$ cat src/rtl/core/http_header_line_parser_macros.svh
// ----------------------------------------------------------------------------
// Assertion macros for the HTTP header line parser
// Shared concurrent checks on clk with the active-low reset rst_n.
// ----------------------------------------------------------------------------
`ifndef HTTP_HEADER_LINE_PARSER_MACROS_SVH
`define HTTP_HEADER_LINE_PARSER_MACROS_SVH

// Check that a condition implies another in the same cycle
`define HHLP_ASSERT_SAME(name, pre, post) \
    name: assert property (@(posedge clk) disable iff (!rst_n) (pre) |-> (post)) \
        else $error("hhlp same-cycle check failed");

// Check that a condition implies another in the next cycle
`define HHLP_ASSERT_NEXT(name, pre, post) \
    name: assert property (@(posedge clk) disable iff (!rst_n) (pre) |=> (post)) \
        else $error("hhlp next-cycle check failed");

`endif

$ cat src/rtl/core/hhlp_pkg.sv
`default_nettype none
// ----------------------------------------------------------------------------
// hhlp_pkg
// Types and constants of the HTTP header line parser.
// ----------------------------------------------------------------------------
package hhlp_pkg;

    // Characters that steer the parse
    localparam logic [7:0] CH_CR    = 8'h0D;
    localparam logic [7:0] CH_LF    = 8'h0A;
    localparam logic [7:0] CH_COLON = 8'h3A;
    localparam logic [7:0] CH_SPACE = 8'h20;

    // Parse phases
    localparam logic [2:0] PH_SKIP   = 3'd0;
    localparam logic [2:0] PH_KEY    = 3'd1;
    localparam logic [2:0] PH_SPACES = 3'd2;
    localparam logic [2:0] PH_VALUE  = 3'd3;
    localparam logic [2:0] PH_DONE   = 3'd4;

    // Result kinds
    localparam logic [2:0] K_KEY     = 3'd0;
    localparam logic [2:0] K_VALUE   = 3'd1;
    localparam logic [2:0] K_PAIR    = 3'd2;
    localparam logic [2:0] K_DISCARD = 3'd3;
    localparam logic [2:0] K_END     = 3'd4;

    // Most results one input byte can cause
    localparam int MAX_BEATS = 4;

    // One result beat
    typedef struct packed {
        logic [2:0] kind;
        logic [7:0] data;
    } beat_t;

    // Outcome of one parse step on the line state
    typedef struct packed {
        logic [2:0] phase;
        logic       lhc;
        logic       emit;
        beat_t      beat;
    } step_t;

endpackage
`default_nettype wire

$ cat src/rtl/core/hhlp_if.sv
`default_nettype none
// ----------------------------------------------------------------------------
// hhlp_if
// Valid/ready channels of the HTTP header line parser: raw bytes in,
// header field beats out.
// ----------------------------------------------------------------------------
interface hhlp_in_if;
    logic       valid;
    logic       ready;
    logic [7:0] data_byte;
    logic       last;

    modport source (output valid, output data_byte, output last, input ready);
    modport sink   (input valid, input data_byte, input last, output ready);
endinterface

interface hhlp_out_if;
    logic       valid;
    logic       ready;
    logic [2:0] kind;
    logic [7:0] out_byte;
    logic       run_last;

    modport source (output valid, output kind, output out_byte, output run_last,
                    input ready);
    modport sink   (input valid, input kind, input out_byte, input run_last,
                    output ready);
endinterface
`default_nettype wire

$ cat src/rtl/core/http_header_line_parser.sv
`default_nettype none
// ----------------------------------------------------------------------------
// http_header_line_parser
// Splits a raw HTTP header block into lowercased key bytes, value bytes and
// pair / discard / end markers.
// ----------------------------------------------------------------------------
// Usage:
//   hdr_in carries one header byte per beat, with last on the final byte of
//   the block. fld_out carries result beats (kind, out_byte, run_last);
//   run_last marks the final beat caused by one input byte.
//   A byte is parsed in the cycle it is accepted; its results (zero to four)
//   sit in a four-entry batch register and leave one per cycle from the
//   next cycle on while the receiver is ready.
//   Throughput: one byte per cycle while each byte gives at most one result
//   and the receiver is ready. A byte that gives more than one result holds
//   the input until its batch is down to its last beat, since the single
//   output port drains the batch one beat a cycle while the receiver is ready.
//   Bytes that give no result (status line, spaces after the colon, a CR
//   whose meaning is still open) pass at one per cycle while the batch is empty.
//   Reset clears the parse state to status line skipping and empties the
//   batch. When the receiver stalls, the current beat holds and the input
//   stops once the batch is down to its last beat.
// ----------------------------------------------------------------------------
`include "http_header_line_parser_macros.svh"

module http_header_line_parser (
    input  wire logic   clk,
    input  wire logic   rst_n,
    hhlp_in_if.sink     hdr_in,
    hhlp_out_if.source  fld_out
);

    localparam int CntW = $clog2(hhlp_pkg::MAX_BEATS + 1);
    localparam int IdxW = $clog2(hhlp_pkg::MAX_BEATS);

    // Parse state
    logic [2:0] phase_reg, phase_next;
    logic       cr_reg, cr_next;
    logic       lhc_reg, lhc_next;

    // Result batch
    hhlp_pkg::beat_t [hhlp_pkg::MAX_BEATS-1:0] batch_reg, batch_next;
    logic [CntW-1:0] cnt_reg, cnt_next;

    // Step results of this byte
    hhlp_pkg::beat_t [hhlp_pkg::MAX_BEATS-1:0] new_beats;
    logic [CntW-1:0] n_res;

    logic acc, pop;

    // Content byte: lowercase keys, split at colon, skip leading spaces
    function automatic hhlp_pkg::step_t content_step(logic [2:0] ph, logic lhc,
                                                     logic [7:0] b);
        hhlp_pkg::step_t s;
        s.phase = ph;
        s.lhc   = lhc;
        s.emit  = 1'b0;
        s.beat  = '0;
        case (ph)
            hhlp_pkg::PH_KEY:
            begin
                s.lhc = 1'b1;
                if (b == hhlp_pkg::CH_COLON)
                begin
                    s.phase = hhlp_pkg::PH_SPACES;
                end
                else
                begin
                    s.emit      = 1'b1;
                    s.beat.kind = hhlp_pkg::K_KEY;
                    s.beat.data = (b inside {[8'h41:8'h5A]}) ? (b + 8'h20) : b;
                end
            end
            hhlp_pkg::PH_SPACES:
            begin
                if (b != hhlp_pkg::CH_SPACE)
                begin
                    s.phase     = hhlp_pkg::PH_VALUE;
                    s.emit      = 1'b1;
                    s.beat.kind = hhlp_pkg::K_VALUE;
                    s.beat.data = b;
                end
            end
            hhlp_pkg::PH_VALUE:
            begin
                s.emit      = 1'b1;
                s.beat.kind = hhlp_pkg::K_VALUE;
                s.beat.data = b;
            end
            default:
            begin
                s.emit = 1'b0;
            end
        endcase
        return s;
    endfunction

    // Line end: pair, discard, or end of headers on an empty line
    function automatic hhlp_pkg::step_t line_end_step(logic [2:0] ph, logic lhc);
        hhlp_pkg::step_t s;
        s.emit      = 1'b1;
        s.lhc       = 1'b0;
        s.beat.data = '0;
        s.phase     = hhlp_pkg::PH_KEY;
        if (ph == hhlp_pkg::PH_KEY)
        begin
            if (lhc)
            begin
                s.beat.kind = hhlp_pkg::K_DISCARD;
            end
            else
            begin
                s.beat.kind = hhlp_pkg::K_END;
                s.phase     = hhlp_pkg::PH_DONE;
            end
        end
        else
        begin
            s.beat.kind = hhlp_pkg::K_PAIR;
        end
        return s;
    endfunction

    // Parse one byte into up to four beats
    always_comb
    begin
        logic [2:0]      ph;
        logic            cr;
        logic            lhc;
        logic            ended;
        logic            in_line;
        logic [CntW-1:0] n;
        logic [7:0]      b;
        hhlp_pkg::step_t s;

        ph    = phase_reg;
        cr    = cr_reg;
        lhc   = lhc_reg;
        ended = 1'b0;
        n     = '0;
        b     = hdr_in.data_byte;
        s     = '0;
        new_beats = '0;
        in_line = (ph == hhlp_pkg::PH_KEY) || (ph == hhlp_pkg::PH_SPACES)
               || (ph == hhlp_pkg::PH_VALUE);

        if (ph == hhlp_pkg::PH_SKIP)
        begin
            if (cr && b == hhlp_pkg::CH_LF)
            begin
                ph  = hhlp_pkg::PH_KEY;
                cr  = 1'b0;
                lhc = 1'b0;
            end
            else
            begin
                cr = (b == hhlp_pkg::CH_CR);
            end
        end
        else if (in_line)
        begin
            // Resolve a pending CR
            if (cr)
            begin
                cr = 1'b0;
                if (b == hhlp_pkg::CH_LF)
                begin
                    s     = line_end_step(ph, lhc);
                    ended = 1'b1;
                end
                else
                begin
                    s = content_step(ph, lhc, hhlp_pkg::CH_CR);
                end
                ph  = s.phase;
                lhc = s.lhc;
                if (s.emit && n < CntW'(hhlp_pkg::MAX_BEATS))
                begin
                    new_beats[n[IdxW-1:0]] = s.beat;
                    n = n + 1'b1;
                end
            end
            // Handle the byte itself
            if (!ended)
            begin
                if (b == hhlp_pkg::CH_CR)
                begin
                    cr = 1'b1;
                end
                else
                begin
                    s   = content_step(ph, lhc, b);
                    ph  = s.phase;
                    lhc = s.lhc;
                    if (s.emit && n < CntW'(hhlp_pkg::MAX_BEATS))
                    begin
                        new_beats[n[IdxW-1:0]] = s.beat;
                        n = n + 1'b1;
                    end
                end
            end
        end

        // Close the block on the final byte
        if (hdr_in.last)
        begin
            in_line = (ph == hhlp_pkg::PH_KEY) || (ph == hhlp_pkg::PH_SPACES)
                   || (ph == hhlp_pkg::PH_VALUE);
            if (ph == hhlp_pkg::PH_SKIP)
            begin
                if (n < CntW'(hhlp_pkg::MAX_BEATS))
                begin
                    new_beats[n[IdxW-1:0]] = '{kind: hhlp_pkg::K_END, data: 8'h00};
                    n = n + 1'b1;
                end
            end
            else if (in_line)
            begin
                if (cr)
                begin
                    s   = content_step(ph, lhc, hhlp_pkg::CH_CR);
                    ph  = s.phase;
                    lhc = s.lhc;
                    if (s.emit && n < CntW'(hhlp_pkg::MAX_BEATS))
                    begin
                        new_beats[n[IdxW-1:0]] = s.beat;
                        n = n + 1'b1;
                    end
                end
                if ((ph != hhlp_pkg::PH_KEY || lhc) && n < CntW'(hhlp_pkg::MAX_BEATS))
                begin
                    new_beats[n[IdxW-1:0]] = '{kind: hhlp_pkg::K_DISCARD, data: 8'h00};
                    n = n + 1'b1;
                end
                if (n < CntW'(hhlp_pkg::MAX_BEATS))
                begin
                    new_beats[n[IdxW-1:0]] = '{kind: hhlp_pkg::K_END, data: 8'h00};
                    n = n + 1'b1;
                end
            end
            ph  = hhlp_pkg::PH_SKIP;
            cr  = 1'b0;
            lhc = 1'b0;
        end

        phase_next = ph;
        cr_next    = cr;
        lhc_next   = lhc;
        n_res      = n;
    end

    // Handshakes: take a byte when the batch is empty or draining its last beat
    assign pop            = fld_out.valid && fld_out.ready;
    assign hdr_in.ready   = (cnt_reg == '0) || (cnt_reg == CntW'(1) && fld_out.ready);
    assign acc            = hdr_in.valid && hdr_in.ready;

    // Load a new batch or advance the current one
    always_comb
    begin
        batch_next = batch_reg;
        cnt_next   = cnt_reg;
        if (acc)
        begin
            batch_next = new_beats;
            cnt_next   = n_res;
        end
        else if (pop)
        begin
            for (int i = 0; i < hhlp_pkg::MAX_BEATS - 1; i++)
            begin
                batch_next[i] = batch_reg[i+1];
            end
            cnt_next = cnt_reg - 1'b1;
        end
    end

    // Control state
    always_ff @(posedge clk or negedge rst_n)
    begin
        if (!rst_n)
        begin
            phase_reg <= hhlp_pkg::PH_SKIP;
            cr_reg    <= 1'b0;
            lhc_reg   <= 1'b0;
            cnt_reg   <= '0;
        end
        else
        begin
            if (acc)
            begin
                phase_reg <= phase_next;
                cr_reg    <= cr_next;
                lhc_reg   <= lhc_next;
            end
            cnt_reg <= cnt_next;
        end
    end

    // Batch payload
    always_ff @(posedge clk)
    begin
        batch_reg <= batch_next;
    end

    // Drive the output beat
    assign fld_out.valid    = (cnt_reg != '0);
    assign fld_out.kind     = batch_reg[0].kind;
    assign fld_out.out_byte = batch_reg[0].data;
    assign fld_out.run_last = (cnt_reg == CntW'(1));

    // Checks
    `HHLP_ASSERT_SAME(a_cnt_bound, 1'b1, cnt_reg <= CntW'(hhlp_pkg::MAX_BEATS))
    `HHLP_ASSERT_NEXT(a_results_shown, acc && n_res != '0, fld_out.valid)
    `HHLP_ASSERT_NEXT(a_drained, pop && cnt_reg == CntW'(1) && !acc, !fld_out.valid)
    `HHLP_ASSERT_NEXT(a_last_resets, acc && hdr_in.last,
                      phase_reg == hhlp_pkg::PH_SKIP && !cr_reg && !lhc_reg)

endmodule
`default_nettype wire

$ cat src/flat_wrapper.sv
// flat-port wrapper written by rule: the top's interface ports become plain ports
module http_header_line_parser_flat 
  (clk, rst_n, hdr_in_valid, hdr_in_data_byte, hdr_in_last, hdr_in_ready, fld_out_valid, fld_out_kind, fld_out_out_byte, fld_out_run_last, fld_out_ready);
  hhlp_in_if hdr_in_i ();
  hhlp_out_if fld_out_i ();
  input  wire logic clk;
  input  wire logic rst_n;
  input wire logic [$bits(hdr_in_i.valid)-1:0] hdr_in_valid;
  input wire logic [$bits(hdr_in_i.data_byte)-1:0] hdr_in_data_byte;
  input wire logic [$bits(hdr_in_i.last)-1:0] hdr_in_last;
  output wire logic [$bits(hdr_in_i.ready)-1:0] hdr_in_ready;
  output wire logic [$bits(fld_out_i.valid)-1:0] fld_out_valid;
  output wire logic [$bits(fld_out_i.kind)-1:0] fld_out_kind;
  output wire logic [$bits(fld_out_i.out_byte)-1:0] fld_out_out_byte;
  output wire logic [$bits(fld_out_i.run_last)-1:0] fld_out_run_last;
  input wire logic [$bits(fld_out_i.ready)-1:0] fld_out_ready;
  assign hdr_in_i.valid = hdr_in_valid;
  assign hdr_in_i.data_byte = hdr_in_data_byte;
  assign hdr_in_i.last = hdr_in_last;
  assign hdr_in_ready = hdr_in_i.ready;
  assign fld_out_valid = fld_out_i.valid;
  assign fld_out_kind = fld_out_i.kind;
  assign fld_out_out_byte = fld_out_i.out_byte;
  assign fld_out_run_last = fld_out_i.run_last;
  assign fld_out_i.ready = fld_out_ready;
  http_header_line_parser u_core (.clk(clk), .rst_n(rst_n), .hdr_in(hdr_in_i), .fld_out(fld_out_i));
endmodule
$ cat config.mk
export PLATFORM = sky130hd
export DESIGN_NAME = http_header_line_parser_flat
export DESIGN_NICKNAME = d
export VERILOG_FILES = /design/src/rtl/core/hhlp_pkg.sv /design/src/rtl/core/hhlp_if.sv /design/src/rtl/core/http_header_line_parser.sv /design/src/flat_wrapper.sv
export VERILOG_INCLUDE_DIRS = /design/src /design/src/rtl/core
export SDC_FILE = /design/constraint.sdc
export NUM_CORES = 1
export LEC_CHECK = 0
export BUFFER_PORTS_ARGS = -buffer_cell sky130_fd_sc_hd__buf_2
export CORE_UTILIZATION = 50
export CTS_CLUSTER_DIAMETER = 40
export DETAILED_ROUTE_END_ITERATION = 12
export GPL_TIMING_DRIVEN = 0
export HOLD_SLACK_MARGIN = 0.03
export PLACE_DENSITY = 0.7
export SLEW_MARGIN = 20
export SYNTH_ARGS = -nofsm -noshare
export SYNTH_HDL_FRONTEND = slang
export SYNTH_SLANG_ARGS = --single-unit
$ cat constraint.sdc
create_clock -name clk -period 10.35 [get_ports clk]
set_input_delay 2.07 -clock clk [delete_from_list [all_inputs] [get_ports clk]]
set_output_delay 2.07 -clock clk [all_outputs]
set_load 0.01 [all_outputs]
Word-level counts from Yosys, hierarchy flattened:

Index checks and enable logic that the tools add are counted.
W data, S select, Z words.

* register bits after elaboration: 52

* add/subtract/negate cells: 6
* magnitude comparators: 14
* eq/ne operators: 15
* multiplexer cells: 135
* bitwise logic cells: 9
* reduce and logical (&&, ||, !) cells: 27

Operators by type and width (number)
* $mux W44: 19
* $mux W11: 16
* $mux W3: 45
* $bwmux W44: 2
* $demux W11 S2: 4
* $and A40 B40 Y40: 2
* $not A40 Y40: 2
* $mux W33: 2
* $mux W16: 4
* $and A36 B36 Y36: 1
* $not A36 Y36: 1
* $pmux W9 S2: 2
* $mux W1: 35
* $pmux W11 S3: 1
* $mux W12: 2
* $eq A3 B2 Y1 const B: 6
* $eq A8 B4 Y1 const B: 2
* $add A3 B1 Y3 const B: 4
* $eq A3 B1 Y1 const B: 4
* $logic_and A1 B1 Y1: 12
* $lt A2 B3 Y1 const B: 4
* $lt A3 B3 Y1 const B: 4
* $logic_not A3 Y1: 3
* $add A8 B6 Y8 const B: 1
* other kinds (17): 28

Depth between registers and ports, before layout:

Gate-level depths: netlist of run 1.

* word-level depth: 46
* depth in mapped cells: 22
* gate-level depth less buffers: 20

Least setup slack after synthesis of run 1:

OpenSTA, ideal clock, no wires.

* kind: in2reg
* from: input hdr_in_data_byte[5]
* to: register u_core.batch_reg, in the netlist u_core.fld_out.out_byte[2], data pin
* setup time: 152 ps
* data arrival time: 6393 ps
* required time: 10198 ps
* slack: 3806 ps
* stages: 21
* cell sequence: buf_6 nor4_1 and4_1 nor3_1 o21ai_0 nand2_1 ha_1 nor3_1 or2_2 ha_1 a31oi_1 inv_1 ha_1 inv_1 ha_1 nand4_1 a21oi_2 a31o_4 a311o_1 or3_1 a31oi_1

RTL lines
* start, declared: line flat_wrapper.sv:9 `input wire logic [$bits(hdr_in_i.data_byte)-1:0] hdr_in_data_byte;`
* end signal, assigned: line http_header_line_parser.sv:302 `batch_reg <= batch_next;`
* end, declared: line http_header_line_parser.sv:42 `hhlp_pkg::beat_t [hhlp_pkg::MAX_BEATS-1:0] batch_reg, batch_next;`

==> results of run 1 <==
layer usage:
layer  wire, microns  vias to the layer above  global-route usage
met1            4140                     1440               0.403
met3             690                       21              0.0573
li1                -                     1408                   -
met4             251                        0              0.0857
met5               0                        -                   0
met2            3950                      139               0.455
cells in the mapped netlist (4+ instances only):
cell	instances	area [sq um]
sky130_fd_sc_hd__ha_1	15	188
sky130_fd_sc_hd__buf_4	11	82.6
sky130_fd_sc_hd__a22o_1	4	35.0
sky130_fd_sc_hd__a221oi_1	4	35.0
sky130_fd_sc_hd__a21o_1	4	30.0
sky130_fd_sc_hd__nor2b_1	7	43.8
sky130_fd_sc_hd__nand2_1	42	158
sky130_fd_sc_hd__a22oi_1	6	45.0
sky130_fd_sc_hd__clkbuf_1	15	56.3
sky130_fd_sc_hd__nor2_1	39	146
sky130_fd_sc_hd__o31ai_1	6	45.0
sky130_fd_sc_hd__a21oi_1	22	110
sky130_fd_sc_hd__o21ai_0	16	80.1
sky130_fd_sc_hd__nand3_1	8	40.0
sky130_fd_sc_hd__a211oi_1	9	67.6
sky130_fd_sc_hd__inv_1	14	52.6
sky130_fd_sc_hd__nor3_1	8	40.0
sky130_fd_sc_hd__nor4b_1	4	35.0
sky130_fd_sc_hd__and2_1	8	50.1
sky130_fd_sc_hd__dfrtp_1	8	200
sky130_fd_sc_hd__edfxtp_1	30	901
sky130_fd_sc_hd__a32o_1	4	40.0
sky130_fd_sc_hd__a31oi_1	5	31.3
sky130_fd_sc_hd__o21ai_1	4	20.0
layout make-up:
type,count,share of cell area
buffer,31,0.0535
clock buffer,5,0.0201
clock inverter,3,0.00476
inverter,15,0.0165
multi-input combinational,278,0.522
sequential,38,0.322
tap,75,0.0275
timing repair buffer,23,0.0337
worst paths after layout:
kind                                      start                          to  slack (ps)  cells after the start
max reg2reg                 u_core.phase_reg[2]  u_core.fld_out.out_byte[2]        4530                     21
min in group asynchronous                 rst_n           u_core.cnt_reg[2]        1620                      1
min                        u_core.batch_reg[30]        u_core.batch_reg[19]         540                      2
max                         hdr_in_data_byte[5]  u_core.fld_out.out_byte[2]        3000                     22
max in group asynchronous                 rst_n         u_core.phase_reg[1]        8510                      1
min reg2reg                u_core.batch_reg[30]        u_core.batch_reg[19]         540                      2
logic make-up after synthesis:
group	after synthesis
buffers and inverters	46
adders and majority gates	15
and+or+nand+nor	143
xor gates and xnor gates	2
AOI/OAI and AO/OA	115
muxes	3
DFF	38
through the flow:
step	cells	instance area (sq um)	power, W	hold slack, ps
finish	468	3420	0.000504	539
global route	468	3420	0.000533	550
CTS	468	3420	0.000504	528
detailed placement	460	3330	0.000402	510
global placement	460	3330	0.000394	507
floorplan	362	3120	0.000345	495
tightest hold or removal path, cell delays in order, from the launching register on:
cell and delay, ps:
sky130_fd_sc_hd__edfxtp_1 340, sky130_fd_sc_hd__nand2_1 50, sky130_fd_sc_hd__o31ai_1 60
power groups by stage:
stage | clock (W) | sequential (W) | combinational [W]
final | 0.000105 | 0.000233 | 0.000167
after global routing | 0.000109 | 0.000237 | 0.000187
after CTS | 0.000104 | 0.000233 | 0.000166
after detailed placement | 0 | 0.000236 | 0.000166
after global placement | 0 | 0.000234 | 0.000160
after floorplan | 0 | 0.000230 | 0.000115
==> metrics.md, run 1 <==
| Metric | Value |
|---|---|
| Result of the run | finished clean |
| First-pass GRT wire length | 14200 microns |
| Most numerous cell on the critical path | sky130_fd_sc_hd__ha_1 |
| Syn avg cell area | 8.63 sq um |
| Endpoint arrival time on the critical path | 7470 ps |
| Number of flip-flops under the largest register name | 19 |
| Relative contribution of combinational cells to total power | 0.330 |
| Number of antenna violations at the first check in global routing | 0 |
| XOR/XNOR share of the synthesized area | 0.00561 |
| Quantity of I/O buffers inserted on ports | 23 |
| Worst min-delay path category | reg -> reg |
| Global router's overall resource usage | 0.290 |
| Bufs and invs on worst path | 4 |
| Core footprint | 5960 sq um |
| Die Width | 81.0 microns |
| Synthesized netlist cell count | 362 |
| Vias per inst | 6.43 |
| Worst-path maximum fanout | 9 |
| Most used cells in the layout excluding fill and tap cells | sky130_fd_sc_hd__nand2_1, sky130_fd_sc_hd__nor2_1, sky130_fd_sc_hd__edfxtp_1 |
| Maximum number of pins on one net before global-route repair | 32 |
| Fill cells | 575 |
| Main combinational cell family by area after synthesis | compound AO/OA/AOI/OAI gates |
| Setup Skew | 10.7 ps |
| Leakage | 1.34 nW |
| Root cell of the clock tree | sky130_fd_sc_hd__clkbuf_8 |
| Post-synthesis mux area share | 0.0104 |
| Die footprint | 6570 sq um |
| Number of antenna repair diodes | 0 |
| Synth Area in Compound Gates | 0.262 |
| Number of iterations in the first detailed-routing pass | 4 |
| Crit path max-delay family | simple AND/OR/NAND/NOR gates |
| CP cell instances | buf_2 > buf_6 > nor4_1 > and4_1 > nor3_1 > o21ai_0 > nand2_1 > ha_1 > nor3_1 > or2_2 > ha_1 > a31oi_1 > inv_1 > ha_1 > inv_1 > ha_1 > nand4_1 > a21oi_2 > a31o_4 > a311o_1 > or3_1 > a31oi_1 |
| Simple-gate portion of the synthesized area | 0.233 |
| Final critical-path required period | 7350 ps |
| Netlist area before placement | 3120 sq um |
| Number of enable-type register cells in the synthesized netlist | 30 |
| Footprint of the multi-input gates | 1780 sq um |
| Maximum vdd ir drop | 0.106 mV |
| Post-Route WL | 9040 microns |
| Number of resized instances in the post-cts repair step | 0 |
| Number of global-route vias before repair | 2776 |
| Max stage delay on crit path | 670 ps |
| Power density relative to cell area | 148 nW/um^2 |
| Standard-cell rows | 28 |
| H-tree depth reported by CTS | 2 |
| # DRC | 0 |
| Synth-to-layout area growth | 9.42% |
| Part of the Yosys area used for sequential elements | 0.353 |
| Most frequently used flop master after synthesis | sky130_fd_sc_hd__edfxtp_1 |
| Wire length per cell after detailed routing | 19.3 microns |
| Worst endpoint required time | 10470 ps |
| Overflow left after global routing | 0 |
| Via count | 3008 |
| Clk network pwr share | 0.208 |
| Register area | 1100 sq um |
| Hold_buf cts | 0 |
| Final net count | 420 |
| Fin worst setup slack | 3000 ps |
| Total Neg Setup Slack | 0 ps |
| Headroom to the max-slew limit | 0.356 |
| Final count of hold timing violations | 0 |
| Worst Tran Pin Value | 958 ps |
| Proportion of register bits with asynchronous set or reset after synthesis | 0.211 |
| Buffers inserted by post-CTS timing repair | 0 |
| Net count of the mapped netlist | 390 |
| Max Root-Sink Buffers | 2 |
| TritonCTS clock tree | done |
| Effective utilization at floorplan | 0.524 |
| Adder-cell share of the synthesized area | 0.0601 |
| RSZ-0062 raised after global routing | false |
| Switching part of the total power | 0.337 |
| Max Clk Rate | 136 MHz |
| Number of storage elements in the synthesis netlist | 38 |
| End-of-flow core utilization | 0.574 |
| Initial DRC Count | 269 |
| Yosys synthesis warning count | 0 |
| Detail Route Antenna Nets | 0 |
| I/O pin total | 27 |
| Internal power | 0.000334 W |
| Net Sw Power | 0.000170 W |
| Proportion of layout cells with a drive suffix above 1 | 0.150 |
| Worst-path clk slew | 90 ps |
| Distinct cell type count of the synthesized netlist | 70 |
| Critical path capture point type | register |
| Share of power burned in registers | 0.462 |
| Most common cell after layout, fill and taps aside | sky130_fd_sc_hd__nand2_1 |
| Weighted congestion reported at the end of routability-driven placement | 0.933 |
| Maximum Capacitance Violations | 0 |
| Slowest library cell on the worst path | sky130_fd_sc_hd__nor4_1 |
| Final setup fails | 0 |
| Number of sinks driven by the clock tree | 38 |
| Inserted Clock Buffers | 5 |
| Height of the chip | 81.0 microns |
| Clock insertion delay at the later pin of the skew report | 300 ps |
| Kind of start point of the critical path | primary input |
| HPWL after detailed placement | 6770 microns |
| Place WS | 2850 ps |
| Critical Setup Path Class | in -> reg |
| Final-report max-slew violation count | 0 |
| Final worst path period share | 0.710 |
No activity file was read; power rests on OpenSTA's default activity.
==> inputs of run 2 (changes only) <==
PLACE_DENSITY = 0.72   (was 0.7)
clock period = 6 ns   (was 10.35 ns; I/O delays follow)
==> metrics.md, run 2 (synthesis results as in run 1) <==
| Metric | Value |
|---|---|
| Result of the run | finished clean |
| Power density relative to cell area | 248 nW/um^2 |
| Die Width | 81.0 microns |
| Overflow left after global routing | 0 |
| Final critical-path required period | 5810 ps |
| Kind of start point of the critical path | primary input |
| Number of sinks driven by the clock tree | 38 |
| Height of the chip | 81.0 microns |
| CP cell instances | clkbuf_2 > or4_1 > nor2_2 > nand3_1 > o21ai_2 > nand2_1 > ha_1 > nor3_1 > or2_2 > ha_2 > a31oi_4 > inv_1 > ha_1 > inv_1 > ha_1 > nand4_1 > a21oi_2 > a31o_4 > a311o_1 > or3_1 > a31oi_1 |
| H-tree depth reported by CTS | 2 |
| Max Root-Sink Buffers | 2 |
| Number of stages on the worst hold path | 2 |
| First-pass GRT wire length | 14100 microns |
| Final setup fails | 0 |
| Core footprint | 5960 sq um |
| Root cell of the clock tree | sky130_fd_sc_hd__clkbuf_8 |
| Die footprint | 6570 sq um |
| Final net count | 420 |
| Leakage | 1.35 nW |
| Max Clk Rate | 172 MHz |
| Worst-path maximum fanout | 9 |
| Synth-to-layout area growth | 11.1% |
| Maximum number of pins on one net before global-route repair | 32 |
| Buffers inserted by post-CTS timing repair | 0 |
| Critical Setup Path Class | in -> reg |
| Worst endpoint required time | 6130 ps |
| Wire length per cell after detailed routing | 19.1 microns |
| Final count of hold timing violations | 0 |
| Maximum Capacitance Violations | 0 |
| Inserted Clock Buffers | 5 |
| Worst Tran Pin Value | 830 ps |
| Global router's overall resource usage | 0.286 |
| Max stage delay on crit path | 560 ps |
| HPWL after detailed placement | 6750 microns |
| Fill cells | 561 |
| Initial DRC Count | 434 |
| Worst-path clk slew | 80 ps |
| Number of iterations in the first detailed-routing pass | 6 |
| Final worst path period share | 0.968 |
| Critical path capture point type | register |
| Proportion of layout cells with a drive suffix above 1 | 0.173 |
| Number of antenna violations at the first check in global routing | 0 |
| Final-report max-slew violation count | 0 |
| Effective utilization at floorplan | 0.524 |
| Worst min-delay path category | reg -> reg |
| Endpoint arrival time on the critical path | 5940 ps |
| Most common cell after layout, fill and taps aside | sky130_fd_sc_hd__nand2_1 |
| Most used cells in the layout excluding fill and tap cells | sky130_fd_sc_hd__nand2_1, sky130_fd_sc_hd__nor2_1, sky130_fd_sc_hd__edfxtp_1 |
| Vias per inst | 6.54 |
| Maximum vdd ir drop | 0.150 mV |
| Detail Route Antenna Nets | 0 |
| Setup Skew | 2.15 ps |
| Register-to-Register Path Depth | 21 |
| # DRC | 0 |
| Post-Route WL | 8930 microns |
| Number of flip-flops under the largest register name | 19 |
| Quantity of I/O buffers inserted on ports | 23 |
| Clock insertion delay at the later pin of the skew report | 290 ps |
| Power after layout | 0.000860 W |
| Via count | 3062 |
| RSZ-0062 raised after global routing | false |
| TritonCTS clock tree | done |
| Total Neg Setup Slack | 0 ps |
| Weighted congestion reported at the end of routability-driven placement | 0.963 |
| Most numerous cell on the critical path | sky130_fd_sc_hd__ha_1 |
| Slowest library cell on the worst path | sky130_fd_sc_hd__or4_1 |
| Standard-cell rows | 28 |
| I/O pin total | 27 |
| Headroom to the max-slew limit | 0.442 |
| Number of antenna repair diodes | 0 |
| Number of global-route vias before repair | 2739 |
## run 2: metal layers
metal | routed length [microns] | GRT usage
met5 | 0 | 0
met4 | 183 | 0.0893
met3 | 817 | 0.0315
met2 | 4000 | 0.444
met1 | 3930 | 0.416
## run 2: final timing paths
kind / startpoint / to / slack (ps)
setup / recovery: hdr_in_data_byte[0] / u_core.fld_out.out_byte[2] / 190
hold / removal: u_core.batch_reg[11] / u_core.fld_out.out_byte[0] / 530
setup reg to reg: u_core.phase_reg[2] / u_core.fld_out.out_byte[2] / 520
hold reg to reg: u_core.batch_reg[11] / u_core.fld_out.out_byte[0] / 530
max in group asynchronous: rst_n / u_core.cr_reg / 5030
min in group asynchronous: rst_n / u_core.cnt_reg[2] / 760
## run 2: where the power goes
part           switching, W  internal, W  total (W)
sequential        0.0000253     0.000376   0.000402
combinational      0.000163     0.000121   0.000284
clock             0.0000943    0.0000796   0.000174
total              0.000283     0.000577   0.000860
## run 2: stage by stage
step                      utilization  area [sq um]  hold WS, ps  worst slack [ps]  instances
after global placement          0.559          3330          502              -642        460
after floorplan                     -          3120          495               326        362
after global routing            0.582          3470          548              3.55        468
after CTS                       0.577          3440          532              33.3        468
after detailed placement        0.559          3330          514              -704        460
final                           0.582          3470          528               190        468
## run 2: timing repair
item	4_1_cts	5_1_grt
setup endpoints to repair	17	16
gates cloned	0	0
hold endpoints to repair	0	0
hold buffers	0	0
gates resized for setup	4	10
pin swaps	0	1
## run 2: critical path: cells and delay by family
family,cells,cell delay [ps]
simple gates,8,1910
fa+ha+maj,4,1300
compound gates,6,1160
buf+inv,3,380
## run 2: layout make-up
cell class | instances | area [sq um] | share of cell area
Buffer | 31 | 185 | 0.0534
Tap cell | 75 | 93.8 | 0.0271
Timing Repair Buffer | 23 | 115 | 0.0332
Sequential cell | 38 | 1100 | 0.317
Inverter | 15 | 56.3 | 0.0162
Clock buffer | 5 | 68.8 | 0.0198
Clock inverter | 3 | 16.3 | 0.00469
Multi-Input combinational cell | 278 | 1830 | 0.528
